`config.mk`:
```
export PLATFORM = sky130hd
export DESIGN_NAME = fmm_step_gen
export DESIGN_NICKNAME = d
export VERILOG_FILES = /design/src/design/fmm_pkg.sv /design/src/design/fmm_step_gen.sv
export SDC_FILE = /design/constraint.sdc
export NUM_CORES = 2
export LEC_CHECK = 0
export ABC_AREA = 1
export ABC_CLOCK_PERIOD_IN_PS = 7020
export BUFFER_PORTS_ARGS = -buffer_cell sky130_fd_sc_hd__buf_2
export CAP_MARGIN = 20
export CORE_MARGIN = 1
export CORE_UTILIZATION = 50
export DETAILED_ROUTE_END_ITERATION = 10
export HOLD_SLACK_MARGIN = 0.1
export PLACE_DENSITY_LB_ADDON = 0.2
export SLEW_MARGIN = 5
export SYNTH_ARGS = -nofsm -noshare
export SYNTH_HDL_FRONTEND = slang
export SYNTH_SLANG_ARGS = --single-unit
```
`constraint.sdc`:
```
create_clock -name clk_i -period 7.02 [get_ports clk_i]
set_input_delay 0.351 -clock clk_i [delete_from_list [all_inputs] [get_ports clk_i]]
set_output_delay 0.351 -clock clk_i [all_outputs]
set_load 0.01 [all_outputs]
```
`src/design/fmm_pkg.sv`:
```
// Shared types, widths and constants of the FM baseband modulator.
// Used by fmm_step_gen, fmm_cordic_cell and fm_baseband_modulator.
// Depends on nothing.
`default_nettype none

package fmm_pkg;

  // Field and state widths.
  localparam int SAMPLE_W      = 16;
  localparam int PHASE_W       = 32;
  localparam int CORDIC_STAGES = 16;
  localparam int GAIN_W        = 16;
  localparam int DEV_W         = 28;
  localparam int CFG_IDX_W     = 2;
  localparam int CFG_DATA_W    = 28;

  // Register reset values.
  localparam logic [GAIN_W-1:0] GAIN_RESET = GAIN_W'(205);
  localparam logic [DEV_W-1:0]  DEV_RESET  = DEV_W'(873813);

  // Amplitude scaling: Q1.15 magnitude times Q8.8 gain, rounded back to Q1.15.
  localparam int MAG_W      = SAMPLE_W + 1;
  localparam int AMP_PROD_W = MAG_W + GAIN_W + 1;
  localparam int GAIN_FRAC  = 8;
  localparam logic [SAMPLE_W-1:0] FULL_SCALE = SAMPLE_W'(1) << (SAMPLE_W - 1);

  // Phase step: amplitude times deviation, aligned to the phase LSB.
  localparam int DEV_FRAC    = 24;
  localparam int STEP_SH     = (SAMPLE_W - 1) + DEV_FRAC - PHASE_W;
  localparam int STEP_RSH    = (STEP_SH > 0) ? STEP_SH : 0;
  localparam int STEP_LSH    = (STEP_SH < 0) ? -STEP_SH : 0;
  localparam int STEP_PROD_W = SAMPLE_W + DEV_W + 1;
  localparam int STEP_WIDE_W = STEP_PROD_W + STEP_LSH + PHASE_W;

  // CORDIC datapath.
  localparam int ANG_W      = 32;
  localparam int STAGE_MAX  = 24;
  localparam int IDX_W      = $clog2(STAGE_MAX);
  localparam int CORDIC_FRAC = 30;
  localparam int XY_W       = CORDIC_FRAC + 3;
  localparam int Z_W        = ANG_W + 2;
  localparam logic signed [XY_W-1:0] CORDIC_X0 = XY_W'(652032874);
  localparam int OUT_SH     = CORDIC_FRAC - (SAMPLE_W - 1);
  localparam logic signed [XY_W-1:0] OUT_RND = XY_W'(1) <<< (OUT_SH - 1);
  localparam logic signed [XY_W-1:0] OUT_LIM = (XY_W'(1) <<< (SAMPLE_W - 1)) - XY_W'(1);

  // Arctangent of 2^-i in units of 2^-32 turn.
  localparam logic [ANG_W-1:0] ATAN_TURNS [STAGE_MAX] = '{
    32'h20000000, 32'h12E4051E, 32'h09FB385B, 32'h051111D4, 32'h028B0D43, 32'h0145D7E1,
    32'h00A2F61E, 32'h00517C55, 32'h0028BE53, 32'h00145F2F, 32'h000A2F98, 32'h000517CC,
    32'h00028BE6, 32'h000145F3, 32'h0000A2FA, 32'h0000517D, 32'h000028BE, 32'h0000145F,
    32'h00000A30, 32'h00000518, 32'h0000028C, 32'h00000146, 32'h000000A3, 32'h00000051
  };

  // Configuration register indexes.
  typedef enum logic [CFG_IDX_W-1:0] {
    CFG_GAIN      = 2'd0,
    CFG_DEVIATION = 2'd1
  } cfg_reg_e;

  // Phase step handed from the step generator to the accumulator.
  typedef struct packed {
    logic               valid;
    logic               neg;
    logic [PHASE_W-1:0] step;
  } step_t;

  // Vector handed from one CORDIC cell to the next.
  typedef struct packed {
    logic                   valid;
    logic                   flip;
    logic signed [XY_W-1:0] x;
    logic signed [XY_W-1:0] y;
    logic signed [Z_W-1:0]  z;
  } cordic_vec_t;

endpackage

`default_nettype wire

```
`src/design/fmm_step_gen.sv`:
```
// Two-stage phase step generator: gain scaling with clipping, then the
// deviation multiply with rounding. Depends on fmm_pkg.
`default_nettype none

module fmm_step_gen (
  input  wire                          clk_i,
  input  wire                          rst_ni,
  input  wire                          en_i,
  input  wire                          valid_i,
  input  wire [fmm_pkg::SAMPLE_W-1:0]  sample_i,
  input  wire [fmm_pkg::GAIN_W-1:0]    gain_i,
  input  wire [fmm_pkg::DEV_W-1:0]     deviation_i,
  output fmm_pkg::step_t               step_o
);
  import fmm_pkg::*;

  logic                     neg;
  logic [MAG_W-1:0]         mag;
  logic [AMP_PROD_W-1:0]    amp_prod;
  logic [AMP_PROD_W-1:0]    amp_round;
  logic [SAMPLE_W-1:0]      amp_d, amp_q;
  logic                     neg_a_q, vld_a_q;
  logic [STEP_PROD_W-1:0]   step_prod;
  logic [STEP_WIDE_W-1:0]   step_wide;
  step_t                    step_d, step_q;

  // Stage A: magnitude times gain, rounded half away from zero, clipped to 1.0.
  always_comb begin
    neg       = sample_i[SAMPLE_W-1];
    mag       = neg ? (MAG_W'(1) << SAMPLE_W) - MAG_W'(sample_i) : MAG_W'(sample_i);
    amp_prod  = AMP_PROD_W'(mag) * AMP_PROD_W'(gain_i);
    amp_round = (amp_prod + (AMP_PROD_W'(1) << (GAIN_FRAC - 1))) >> GAIN_FRAC;
    if (amp_round > AMP_PROD_W'(FULL_SCALE)) begin
      amp_d = FULL_SCALE;
    end else begin
      amp_d = amp_round[SAMPLE_W-1:0];
    end
  end

  // Stage B: amplitude times deviation, aligned to the phase LSB.
  always_comb begin
    step_prod = STEP_PROD_W'(amp_q) * STEP_PROD_W'(deviation_i);
    if (STEP_RSH > 0) begin
      step_prod = step_prod + (STEP_PROD_W'(1) << (STEP_RSH - 1));
    end
    step_wide    = (STEP_WIDE_W'(step_prod) >> STEP_RSH) << STEP_LSH;
    step_d.valid = vld_a_q;
    step_d.neg   = neg_a_q;
    step_d.step  = step_wide[PHASE_W-1:0];
  end

  always_ff @(posedge clk_i or negedge rst_ni) begin
    if (!rst_ni) begin
      vld_a_q <= 1'b0;
      step_q  <= '0;
    end else if (en_i) begin
      vld_a_q <= valid_i;
      step_q  <= step_d;
    end
  end

  always_ff @(posedge clk_i) begin
    if (en_i) begin
      amp_q   <= amp_d;
      neg_a_q <= neg;
    end
  end

  assign step_o = step_q;

endmodule

`default_nettype wire
```
# After elaboration in Yosys (flattened, before gate mapping)
# Index checks and enable logic that the tools add are counted.
# totals
reg_bits,52
inputBits,64
output_inout_bits,34
wordCells,13
# op_classes
addsub,3
n_mul,2
order_cmp,1
muxes,1
# ops
operator,count
39-bit by 7-bit adder with 39-bit output (second input constant),1
16-bit by 28-bit multiplier with 39-bit output,1
33-bit by 8-bit adder with 34-bit output (second input constant),1
17-bit by 16-bit multiplier with 33-bit output,1
26-bit by 16-bit > comparator with 1-bit output (second input constant),1
17-bit two-way mux,1
17-bit by 16-bit subtractor with 17-bit output (first input constant),1

# Depth between registers and ports, before layout
# depth
word_depth,5
depth_mapped,43
ltp_nobuf,39

# Worst setup path after synthesis
# Ideal clock, no wire load.
# synth_timing
kind,input to register
start,in sample_i[0] (netlist bit)
end,reg amp_q[7] (data pin)
arrival_ns,6.942
slack_ns,-0.180
cell_stages,39
path_buffers,4
cell_sequence,buf_4 clkbuf_1 inv_1 ha_1 inv_1 nor3_1 inv_1 nor2_1 nand4_1 xor2_1 nand2_1 nand2_1 inv_1 clkbuf_1 nand2_1 fa_1 fa_1 fa_1 (+3 left out) inv_1 fa_1 inv_1 ha_1 a21oi_1 o21ai_0 inv_1 nand2_1 inv_1 nand2_2 a21oi_1 xor2_1 nor2_1 nand3_1 nand2_1 nand2_2 buf_6 nor2_1
# synth_between
elab_chain_len,5
# synth_lines
element,line,rtl
start: declaration,fmm_step_gen.sv:10,"input wire [fmm_pkg::SAMPLE_W-1:0] sample_i,"
17-bit by 16-bit subtractor with 17-bit output,fmm_step_gen.sv:30,mag = neg ? (MAG_W'(1) << SAMPLE_W) - MAG_W'(sample_i) : MAG_W'(sample_i);
17-bit two-way mux (*),fmm_step_gen.sv:30,
17-bit by 16-bit multiplier with 33-bit output (*),fmm_step_gen.sv:31,amp_prod = AMP_PROD_W'(mag) * AMP_PROD_W'(gain_i);
33-bit by 8-bit adder with 34-bit output (*),fmm_step_gen.sv:32,amp_round = (amp_prod + (AMP_PROD_W'(1) << (GAIN_FRAC - 1))) >> GAIN_FRAC;
26-bit by 16-bit > comparator with 1-bit output,fmm_step_gen.sv:33,if (amp_round > AMP_PROD_W'(FULL_SCALE)) begin
end signal: assignment,fmm_step_gen.sv:64,amp_q <= amp_d;
end: declaration,fmm_step_gen.sv:21,"logic [SAMPLE_W-1:0] amp_d, amp_q;"
# Mark *: on every way between the ends. The rest lies on a longest branch, timed or not.
# A chain may end at the register's enable or synchronous reset.

# Worst setup path in the final report
# layout_timing
start,in sample_i[2] (netlist bit)
end,reg amp_q[8] (data pin)
# The elaborated chain is that of the path after synthesis.

==> results.toml <==
[run_status]
status = "finished clean"

[yosys]
synth_top_family_by_area = "adder cells"
synth_cells = 3440
synth_flop_cell = "dfrtp_1"
yosys.cell_types.count = 48
synth.area.top_cells = "fa_1 43%, inv_1 14%, nand2_1 13%"
syn_avg_cell_area_um2 = 7.61
ys_ff_latch = 52
synth_largest_area_cell = "fa_1"
synthAdderAreaFrac = 0.540
yosysWarnings = 0
yosysMostFrequentCell = "inv_1"
ys_top_cells_by_count = "947 x inv_1, 894 x nand2_1, 563 x fa_1"
synth_edf_count = 17
synth-xor-area-share = 0.0117
synth-seq-area-share = 0.0530
yosysTopAreaCellShare = 0.431
synth_compound_area_frac = 0.0389
yosys.area_share.simple = 0.198
synth_mux_area_frac = 0
syn_area_mm2 = 0.0262
async_flop_share = 0.673

[placement]
detailed_place_hpwl_mm = 61.6
dp.cells = 4278
port_buffers = 97
gp_congestion = 0.981

[cells_and_area]
final_net_count = 4477
syn_to_final_growth_pct = 12.9
fill_cells = 4984
drive_above_1_share = 0.137
diodes = 0
fin_util = 0.574
final_cells = 4303

[grt]
grt_pass1_wl_mm = 119
overflow = 0
grt_max_degree = 43
antenna_found_initial = 0
grtUsageTotal = 0.285
grt_pass1_vias = 22837

[worst_setup_path]
crit_type = "in2reg"
cp_common_cell = "fa_1"
critPathTopFamily = "adder cells"
worstPathMaxFanout = 7
crit_path_end_kind = "flip-flop"
cp.buffers_inverters = 6
crit_path_max_incr_delay_ns = 0.55
required_ns = 7.19
cp_slowest_cell = "fa_1"
r2r_slack_ns = 0.37
cp.arrival_ns = 7.11
cp-start-kind = "primary input"

[clock_network]
numCtsBuffers = 5
clk_pin_slew_ns = 0.08
clk_path_buf_depth = 2
clkSinkCount = 52
clkLatencyLatePin_ns = 0.31
htree_num_levels = 2
root_buffer = "clkbuf_16"
hold_buffers = 0
cts_tree = "yes"

[sta]
skew_ns = 0.00745
slew-limit-headroom = 0.444
fin_crit_sh = 0.988
fmaxAchievable_mhz = 144
finalMaxSlewViolations = 0
timing.final.crit_period_ns = 6.93
hold_violations = 0
setup_violations = 0
tightest_slew_ns = 0.833
grt_setup_unrepaired = "true"

[route]
drtAntennaViolNets = 0
routed_wl_mm = 73.1
post_drt_wl_per_cell_um = 17.0
num_vias = 22009
drtIter0Drc = 1600
vias_per_cell = 5.11
drc = 0
first_pass_iters = 8

[floorplanning]
start_util = 0.508
die_w_um = 231
die_y_um = 231
core_mm2 = 0.0515
num_rows = 83
die-area_mm2 = 0.0533
pin_count = 98

[min_path]
hold_path.class = "in2async"

[run]
drv_cap = 0
state kept, by name, summed over array words and instances (netlist names):
signal / count
step_o: 34
amp_q: 16
neg_a_q: 1
vld_a_q: 1
cells by family after synthesis:
family / after synthesis
XOR/XNOR: 35
AO/OA/AOI/OAI: 187
adder cells (fa/ha/maj): 791
flip-flops: 52
AND/OR/NAND/NOR: 1283
other: 2
buffers and inverters: 1090
layout by cell type (no fill, tap or decap), types with 5 or more instances in the layout:
master       n
nor2_1     198
ha_4        18
nor2_4      13
inv_2       13
inv_4        6
buf_4      185
clkbuf_16    6
conb_1      17
xnor2_1     17
a21oi_2     13
nand3_1     55
buf_2       95
a31oi_1     18
or2_2       14
xor2_1      18
nand3_2      7
dfrtp_1     35
nor3_2       5
fa_1       554
clkinv_1     5
a21oi_1     63
o21bai_1     5
buf_6       10
nor2_2      25
nand4_1     11
o21ai_1      9
nor3_1      11
edfxtp_1    17
nand2_4     15
nand3b_1    14
ha_1       210
inv_1      929
fa_2         9
nand2_2     36
nor3_4       5
o21ai_0     56
o21a_1       5
nand2_1    860
area by class of cell:
cell class | count | area [µm²] | share of cell area
Clock buffer | 7 | 154 | 0.00521
Tap cell | 680 | 851 | 0.0288
Inverter | 955 | 3610 | 0.122
Sequential cell | 52 | 1390 | 0.0469
Timing Repair Buffer | 294 | 2050 | 0.0695
Multi-Input combinational cell | 2314 | 21500 | 0.727
Clock inverter | 1 | 8.76 | 0.000296
final timing paths:
check / start / end / depth (start not counted)
min reg2reg: neg_a_q / step_o[32] / 2
max reg2reg: amp_q[5] / step_o[23] / 23
min: rst_ni / step_o[9] / 1
max: sample_i[2] / amp_q[8] / 35
min in group clk_i: valid_i / vld_a_q / 3
max in group asynchronous: rst_ni / step_o[27] / 1
routing by layer:
layer	routed length, µm	GRT usage
met5	0	0
met4	1430	0.0575
met3	5290	0.0445
met2	35700	0.484
met1	30700	0.387
repair_timing:
item	CTS	global route
pin swaps	6	84
gates resized for setup	39	176
setup endpoints to repair	15	16
gates cloned	1	0
setup buffers	1	15
stage by stage:
stage / TNS, ns / area [µm²] / hold slack [ns] / setup WS, ns
after floorplan: 0 / 26200 / 0.0554 / 0.0252
after global placement: -5.23 / 28400 / 0.447 / -0.348
after detailed placement: -7.17 / 28400 / 0.459 / -0.489
after CTS: 0 / 28800 / 0.166 / 0.00282
after global routing: -3.09 / 29500 / 0.210 / -0.216
final: 0 / 29500 / 0.145 / 0.0866
Power is left out: the tool's default activity adds up to more than one toggle a clock period on the data nets, which glitch-free logic cannot reach.
