[src/design/fmm_pkg.sv]
// Shared types, widths and constants of the FM baseband modulator.
// Used by fmm_step_gen, fmm_cordic_cell and fm_baseband_modulator.
// Depends on nothing.
`default_nettype none

package fmm_pkg;

  // Field and state widths.
  localparam int SAMPLE_W      = 16;
  localparam int PHASE_W       = 32;
  localparam int CORDIC_STAGES = 16;
  localparam int GAIN_W        = 16;
  localparam int DEV_W         = 28;
  localparam int CFG_IDX_W     = 2;
  localparam int CFG_DATA_W    = 28;

  // Register reset values.
  localparam logic [GAIN_W-1:0] GAIN_RESET = GAIN_W'(205);
  localparam logic [DEV_W-1:0]  DEV_RESET  = DEV_W'(873813);

  // Amplitude scaling: Q1.15 magnitude times Q8.8 gain, rounded back to Q1.15.
  localparam int MAG_W      = SAMPLE_W + 1;
  localparam int AMP_PROD_W = MAG_W + GAIN_W + 1;
  localparam int GAIN_FRAC  = 8;
  localparam logic [SAMPLE_W-1:0] FULL_SCALE = SAMPLE_W'(1) << (SAMPLE_W - 1);

  // Phase step: amplitude times deviation, aligned to the phase LSB.
  localparam int DEV_FRAC    = 24;
  localparam int STEP_SH     = (SAMPLE_W - 1) + DEV_FRAC - PHASE_W;
  localparam int STEP_RSH    = (STEP_SH > 0) ? STEP_SH : 0;
  localparam int STEP_LSH    = (STEP_SH < 0) ? -STEP_SH : 0;
  localparam int STEP_PROD_W = SAMPLE_W + DEV_W + 1;
  localparam int STEP_WIDE_W = STEP_PROD_W + STEP_LSH + PHASE_W;

  // CORDIC datapath.
  localparam int ANG_W      = 32;
  localparam int STAGE_MAX  = 24;
  localparam int IDX_W      = $clog2(STAGE_MAX);
  localparam int CORDIC_FRAC = 30;
  localparam int XY_W       = CORDIC_FRAC + 3;
  localparam int Z_W        = ANG_W + 2;
  localparam logic signed [XY_W-1:0] CORDIC_X0 = XY_W'(652032874);
  localparam int OUT_SH     = CORDIC_FRAC - (SAMPLE_W - 1);
  localparam logic signed [XY_W-1:0] OUT_RND = XY_W'(1) <<< (OUT_SH - 1);
  localparam logic signed [XY_W-1:0] OUT_LIM = (XY_W'(1) <<< (SAMPLE_W - 1)) - XY_W'(1);

  // Arctangent of 2^-i in units of 2^-32 turn.
  localparam logic [ANG_W-1:0] ATAN_TURNS [STAGE_MAX] = '{
    32'h20000000, 32'h12E4051E, 32'h09FB385B, 32'h051111D4, 32'h028B0D43, 32'h0145D7E1,
    32'h00A2F61E, 32'h00517C55, 32'h0028BE53, 32'h00145F2F, 32'h000A2F98, 32'h000517CC,
    32'h00028BE6, 32'h000145F3, 32'h0000A2FA, 32'h0000517D, 32'h000028BE, 32'h0000145F,
    32'h00000A30, 32'h00000518, 32'h0000028C, 32'h00000146, 32'h000000A3, 32'h00000051
  };

  // Configuration register indexes.
  typedef enum logic [CFG_IDX_W-1:0] {
    CFG_GAIN      = 2'd0,
    CFG_DEVIATION = 2'd1
  } cfg_reg_e;

  // Phase step handed from the step generator to the accumulator.
  typedef struct packed {
    logic               valid;
    logic               neg;
    logic [PHASE_W-1:0] step;
  } step_t;

  // Vector handed from one CORDIC cell to the next.
  typedef struct packed {
    logic                   valid;
    logic                   flip;
    logic signed [XY_W-1:0] x;
    logic signed [XY_W-1:0] y;
    logic signed [Z_W-1:0]  z;
  } cordic_vec_t;

endpackage

`default_nettype wire

[src/design/fmm_cordic_cell.sv]
// One rotation cell of the CORDIC chain of the FM baseband modulator.
// Depends on fmm_pkg.
`default_nettype none

module fmm_cordic_cell (
  input  wire                        clk_i,
  input  wire                        rst_ni,
  input  wire                        en_i,
  input  wire [fmm_pkg::IDX_W-1:0]   cell_idx_i,
  input  wire [fmm_pkg::ANG_W-1:0]   atan_i,
  input  wire fmm_pkg::cordic_vec_t  vec_i,
  output fmm_pkg::cordic_vec_t       vec_o
);
  import fmm_pkg::*;

  cordic_vec_t            vec_d, vec_q;
  logic signed [XY_W-1:0] dx, dy;
  logic signed [Z_W-1:0]  atan_ext;

  always_comb begin
    // Arithmetic shifts floor toward minus infinity.
    dx       = vec_i.y >>> cell_idx_i;
    dy       = vec_i.x >>> cell_idx_i;
    atan_ext = $signed({{(Z_W - ANG_W){1'b0}}, atan_i});
    vec_d    = vec_i;
    if (vec_i.z >= 0) begin
      vec_d.x = vec_i.x - dx;
      vec_d.y = vec_i.y + dy;
      vec_d.z = vec_i.z - atan_ext;
    end else begin
      vec_d.x = vec_i.x + dx;
      vec_d.y = vec_i.y - dy;
      vec_d.z = vec_i.z + atan_ext;
    end
  end

  always_ff @(posedge clk_i or negedge rst_ni) begin
    if (!rst_ni) begin
      vec_q <= '0;
    end else if (en_i) begin
      vec_q <= vec_d;
    end
  end

  assign vec_o = vec_q;

endmodule

`default_nettype wire

[config.mk]
export PLATFORM = sky130hd
export DESIGN_NAME = fmm_cordic_cell
export DESIGN_NICKNAME = d
export VERILOG_FILES = /design/src/design/fmm_pkg.sv /design/src/design/fmm_cordic_cell.sv
export SDC_FILE = /design/constraint.sdc
export NUM_CORES = 1
export LEC_CHECK = 0
export ABC_AREA = 1
export ABC_CLOCK_PERIOD_IN_PS = 800
export BUFFER_PORTS_ARGS = -buffer_cell sky130_fd_sc_hd__buf_2
export CAP_MARGIN = 10
export CORE_UTILIZATION = 30
export CTS_BUF_LIST = sky130_fd_sc_hd__clkbuf_2 sky130_fd_sc_hd__clkbuf_4 sky130_fd_sc_hd__clkbuf_8
export DETAILED_ROUTE_END_ITERATION = 6
export GPL_TIMING_DRIVEN = 1
export HOLD_SLACK_MARGIN = 0.03
export PLACE_DENSITY = 0.53
export SLEW_MARGIN = 20
export SYNTH_ARGS = -nofsm -noshare
export SYNTH_HDL_FRONTEND = slang
export SYNTH_SLANG_ARGS = --single-unit
export TNS_END_PERCENT = 20
[constraint.sdc]
create_clock -name clk_i -period 0.8 [get_ports clk_i]
set_input_delay 0.12 -clock clk_i [delete_from_list [all_inputs] [get_ports clk_i]]
set_output_delay 0.12 -clock clk_i [all_outputs]
set_load 0.005 [all_outputs]
# Yosys cells after proc, flatten, opt, wreduce, memory -nomap -nowiden
# Cells that the tools add are included.
[word_totals]
memories = 0
latchBits = 0
mem_bits_ro = 0
mem_bits_rw = 0
regBits = 102
output_inout_bits = 102
elab_cells = 15
[op_classes]
addsub = 6
shift = 2
muxes = 1
reduce_logical = 0
n_lt_le_gt_ge = 1
div = 0
multipliers = 0
n_eq_ne = 0
bitwise_logic = 0
[ops]
columns = ["op", "n"]
rows = [
  ["$mux 100", 1],
  ["$add 33x33->33", 2],
  ["$sshr 33x5->33", 2],
  ["$sub 33x33->33", 2],
  ["$add 34x33->34", 1],
  ["$ge 34x1->1 const B", 1],
  ["$sub 34x33->34", 1],
]

# Logic depth before layout (Yosys ltp)
[depth]
ltp_word = 3
depth_mapped = 35
depth_no_buf = 32

# Least setup slack after synthesis
# OpenSTA, ideal clock, no wires.
[synth_path]
path_type = "input -> register"
start = "input port cell_idx_i[0] (netlist bit)"
end = "register vec_q (netlist bit vec_o[90])"
slack_ns = -2.833
t_arrival_ns = 3.515
path_buffers = 2
setup_time_ns = 0.118
path_stages = 31
path_cell_list = "buf_4 > inv_4 > buf_2 > nand2_1 > nand3_1 > nand3_1 > nand3_1 > o21ai_1 > or2_1 > o21ai_1 > inv_2 > ha_1 > o21ai_0 > ha_1 > nand3_1 > nand3_1 > inv_1 > nor2_1 > nor2_1 > o21ai_0 > nand2_1 > nand2_1 > nand2_1 > nand2_1 > nand2_1 > nand2_1 > nand2_1 > nand2_1 > or2_2 > nand3_1 > nand2_1"
[synth_between]
elab_chain_len = 3
elab_cells_between_ends = 4
cone_classes = "add/sub (2); shift (1); mux (1)"
[synth_lines]
columns = ["item", "line", "source"]
rows = [
  ["start, declared", "fmm_cordic_cell.sv:9", "input wire [fmm_pkg::IDX_W-1:0] cell_idx_i,"],
  ["$sshr 33x5->33 (*)", "fmm_cordic_cell.sv:22", "dx = vec_i.y >>> cell_idx_i;"],
  ["$add 33x33->33 / $sub 33x33->33 (equally long branches)", "fmm_cordic_cell.sv:31, fmm_cordic_cell.sv:27", ""],
  ["$mux 100 (*)", "fmm_cordic_cell.sv:26", "if (vec_i.z >= 0) begin"],
  ["end signal, assigned", "fmm_cordic_cell.sv:41", "vec_q <= vec_d;"],
  ["end, declared", "fmm_cordic_cell.sv:16", "cordic_vec_t vec_d, vec_q;"],
]
# Mark *: on every way between the ends. The rest lies on a longest branch, timed or not.
# A chain may end at the register's enable or synchronous reset.

# Worst setup path in the final report
[layout_path]
start = "input port cell_idx_i[0] (netlist bit)"
end = "register vec_q (netlist bit vec_o[97])"
# Same word-level chain as after synthesis.

==> impl_metrics.csv <==
group,metric,value,unit
final_layout,drive_gt1_frac,0.4590,
timing,slew_headroom,0.7189,
worst_setup_path,r2r_end,"vec_o[31]",
clocking,cts-root-buf,"clkbuf_8",
final_layout,area_growth,71.68,%
synthesis,netlist_area,15290,um^2
min_path,min_to,"vec_o[0]",
synthesis,syn_area_per_cell,5.853,um^2
route,drcViolationCount,0,
grt,grt.total_usage,0.2682,
worst_setup_path,critPathCaptureType,"flop",
grt,grt_overflow,0,
clocking,clkLatencyLatePin,0.45,ns
route,avgViaCountPerCell,5.010,
final_layout,largest_reg_flops,102,
synthesis,synth.distinct_cells,52,
die,pin_count,244,
timing,finalCriticalPeriod,3.519,ns
grt,grt_max_degree,64,
worst_setup_path,crit_type,"primary input to flop",
timing,min_period_over_period,4.399,
synthesis,ys_seq_area_frac,0.1669,
worst_setup_path,arrival,3.90,ns
worst_setup_path,crit-reg2reg-launch,"vec_o[31]",
die,start_util,0.3042,
clocking,cts_tree,"built",
grt,grt_pass1_wl,111500,um
worst_setup_path,critPathMostFrequentCell,"nand2_1",
die,die_x,227.8,um
final_layout,layout.cells.non_filler,4222,
worst_setup_path,cp-start-kind,"primary input",
synthesis,synth_edf_count,0,
run_status,violations,"setup timing",
synthesis,syn_inst,2613,
power,power_density,1505,nW/um^2
timing,max_freq,284.1,MHz
run,max-cap-violations,0,
timing,worst_clock_skew,0,ns
synthesis,ys.flop_type,"dfrtp_1",
timing,slew_viol_final,0,
timing,setup_violations,201,
worst_setup_path,required,1.18,ns
place,gp_congestion,0.9408,
place,numPlacedInstances,4130,
synthesis,yosys_warnings,0,
timing,rsz0062_at_grt,"true",
run_status,outcome,"complete, but fails checks",
worst_setup_path,crit_buf_inv,5,
clocking,clock-sinks,102,
clocking,clk_path_buf_depth,2,
route,vias,21150,
worst_setup_path,critPathMaxFanout,8,
place,dp_hpwl,57040,um
die,core_area,50270,um^2
route,ant_nets,0,
worst_setup_path,critPathTopFamily,"simple AND/OR/NAND/NOR gates",
synthesis,async_reset_ff_frac,1.000,
die,die_height,227.8,um
grt,grt_pass1_vias,20770,
place,preCtsSetupSlack,-3.419,ns
worst_setup_path,crit_slowest_cell,"ha_1",
synthesis,synth-seq-cells,102,
final_layout,layout_commonest_cell,"buf_4",
worst_setup_path,rr_worst_depth,2,
clocking,cts_buffers,9,
die,num_rows,82,
grt,antenna_found_initial,3,
power,vdd_drop_max,0.8288,mV
final_layout,nets,3788,
timing,finalWorstSetupSlack,-2.719,ns
min_path,worstHoldPathType,"primary input to flop",
power,p_leak,13.36,nW
clocking,path_clk_slew,0.11,ns
min_path,worstHoldStart,"vec_i[0]",
worst_setup_path,r2r_setup_slack,0.08,ns
timing,hold_viol,0,
worst_setup_path,critPathMaxStageDelay,0.36,ns
timing,worst_pin_slew,0.4172,ns
route,wl,71800,um
final_layout,final_cell_mix,"736 x buf_4, 657 x nand2_1, 292 x nand3_1",
place,port_buffers,243,
clocking,htreeDepth,3,
min_path,whs_path_depth,4,
final_layout,final_util,0.5223,
route,drtIter0Drc,1604,
route,wire_per_inst,17.01,um
synthesis,synth_fp_nets,2859,
route,drt-pass1-iter-count,6,
die,dieArea,51890,um^2
## cells by family after synthesis
group	count (synthesis)	synth area share
XOR/XNOR	126	0.07215
AO/OA/AOI/OAI	379	0.1412
flip-flops	102	0.1669
buffers and inverters	335	0.08982
adder cells (fa/ha/maj)	104	0.08655
AND/OR/NAND/NOR	1567	0.4434
## where the power goes
group | total [mW] | internal (mW) | switching (mW)
combinational | 28.2 | 13.7 | 14.5
clock | 3.74 | 1.49 | 2.25
sequential | 7.55 | 6.63 | 0.923
total | 39.5 | 21.9 | 17.7
## repair_timing
action	in CTS	in global routing
endpoints found under the setup margin	201	201
gates resized for setup	340	232
hold endpoints to repair	106	0
hold buffers	3	0
buffers inserted	40	26
cloned	4	0
pin swaps	95	94
## synthesized netlist by cell type, types with 21 or more instances
cell | number | area share
a21oi_1 | 124 | 0.041
a31oi_1 | 36 | 0.015
buf_2 | 26 | 0.0085
clkbuf_1 | 45 | 0.011
dfrtp_1 | 102 | 0.17
ha_1 | 101 | 0.083
inv_1 | 221 | 0.054
nand2_1 | 771 | 0.19
nand3_1 | 446 | 0.15
nand4_1 | 21 | 0.0086
nor2_1 | 222 | 0.054
o21ai_0 | 128 | 0.042
or2_2 | 25 | 0.010
xnor2_1 | 52 | 0.030
xor2_1 | 74 | 0.042
## stage by stage
stage	total power, mW	setup TNS (ns)	hold WS [ns]	cell area [um^2]
floorplan	19.40	-198.45	-0.1756	15830
global placement	31.50	-258.61	0.1134	22960
detailed placement	31.71	-261.44	0.1019	22960
CTS	38.09	-228.83	-0.006474	25090
global route	42.54	-255.20	0.04953	26250
finish	39.51	-231.51	0.04976	26260
## layer usage
layer	GRT usage	vias to the layer above	part of all wire
li1	-	10570	-
met1	0.3685	9894	0.47
met2	0.4421	588	0.46
met3	0.03000	100	0.046
met4	0.07242	2	0.026
met5	0	-	0.00014
## worst max-delay path by stage
stage | from | end | slack (ns) | cells after the start
final | cell_idx_i[0] | vec_o[97] | -2.72 | 30
after global routing | cell_idx_i[0] | vec_o[63] | -2.92 | 31
after CTS | cell_idx_i[0] | vec_o[94] | -2.53 | 27
after detailed placement | cell_idx_i[0] | vec_o[93] | -3.42 | 27
after global placement | cell_idx_i[0] | vec_o[59] | -3.44 | 26
after floorplan | cell_idx_i[0] | vec_o[92] | -2.60 | 28
## cell type report
cell class                      instances  area (um^2)
Tap cell                              672        840.8
Clock inverter                          3        25.02
Antenna cell                            3        7.507
Timing Repair Buffer                 1020         7577
Inverter                              233        892.1
Multi-Input combinational cell       2176        14180
Sequential cell                       102         2555
Fill cell                            5124        24020
Clock buffer                           13        178.9
## worst reg2reg max path: cells and delay by family, from the launching register on
family | cells | cell delay, ns
AO/OA/AOI/OAI | 1 | 0.16
AND/OR/NAND/NOR | 1 | 0.06
flip-flops | 1 | 0.43
Power figures use the tool's default switching activity.
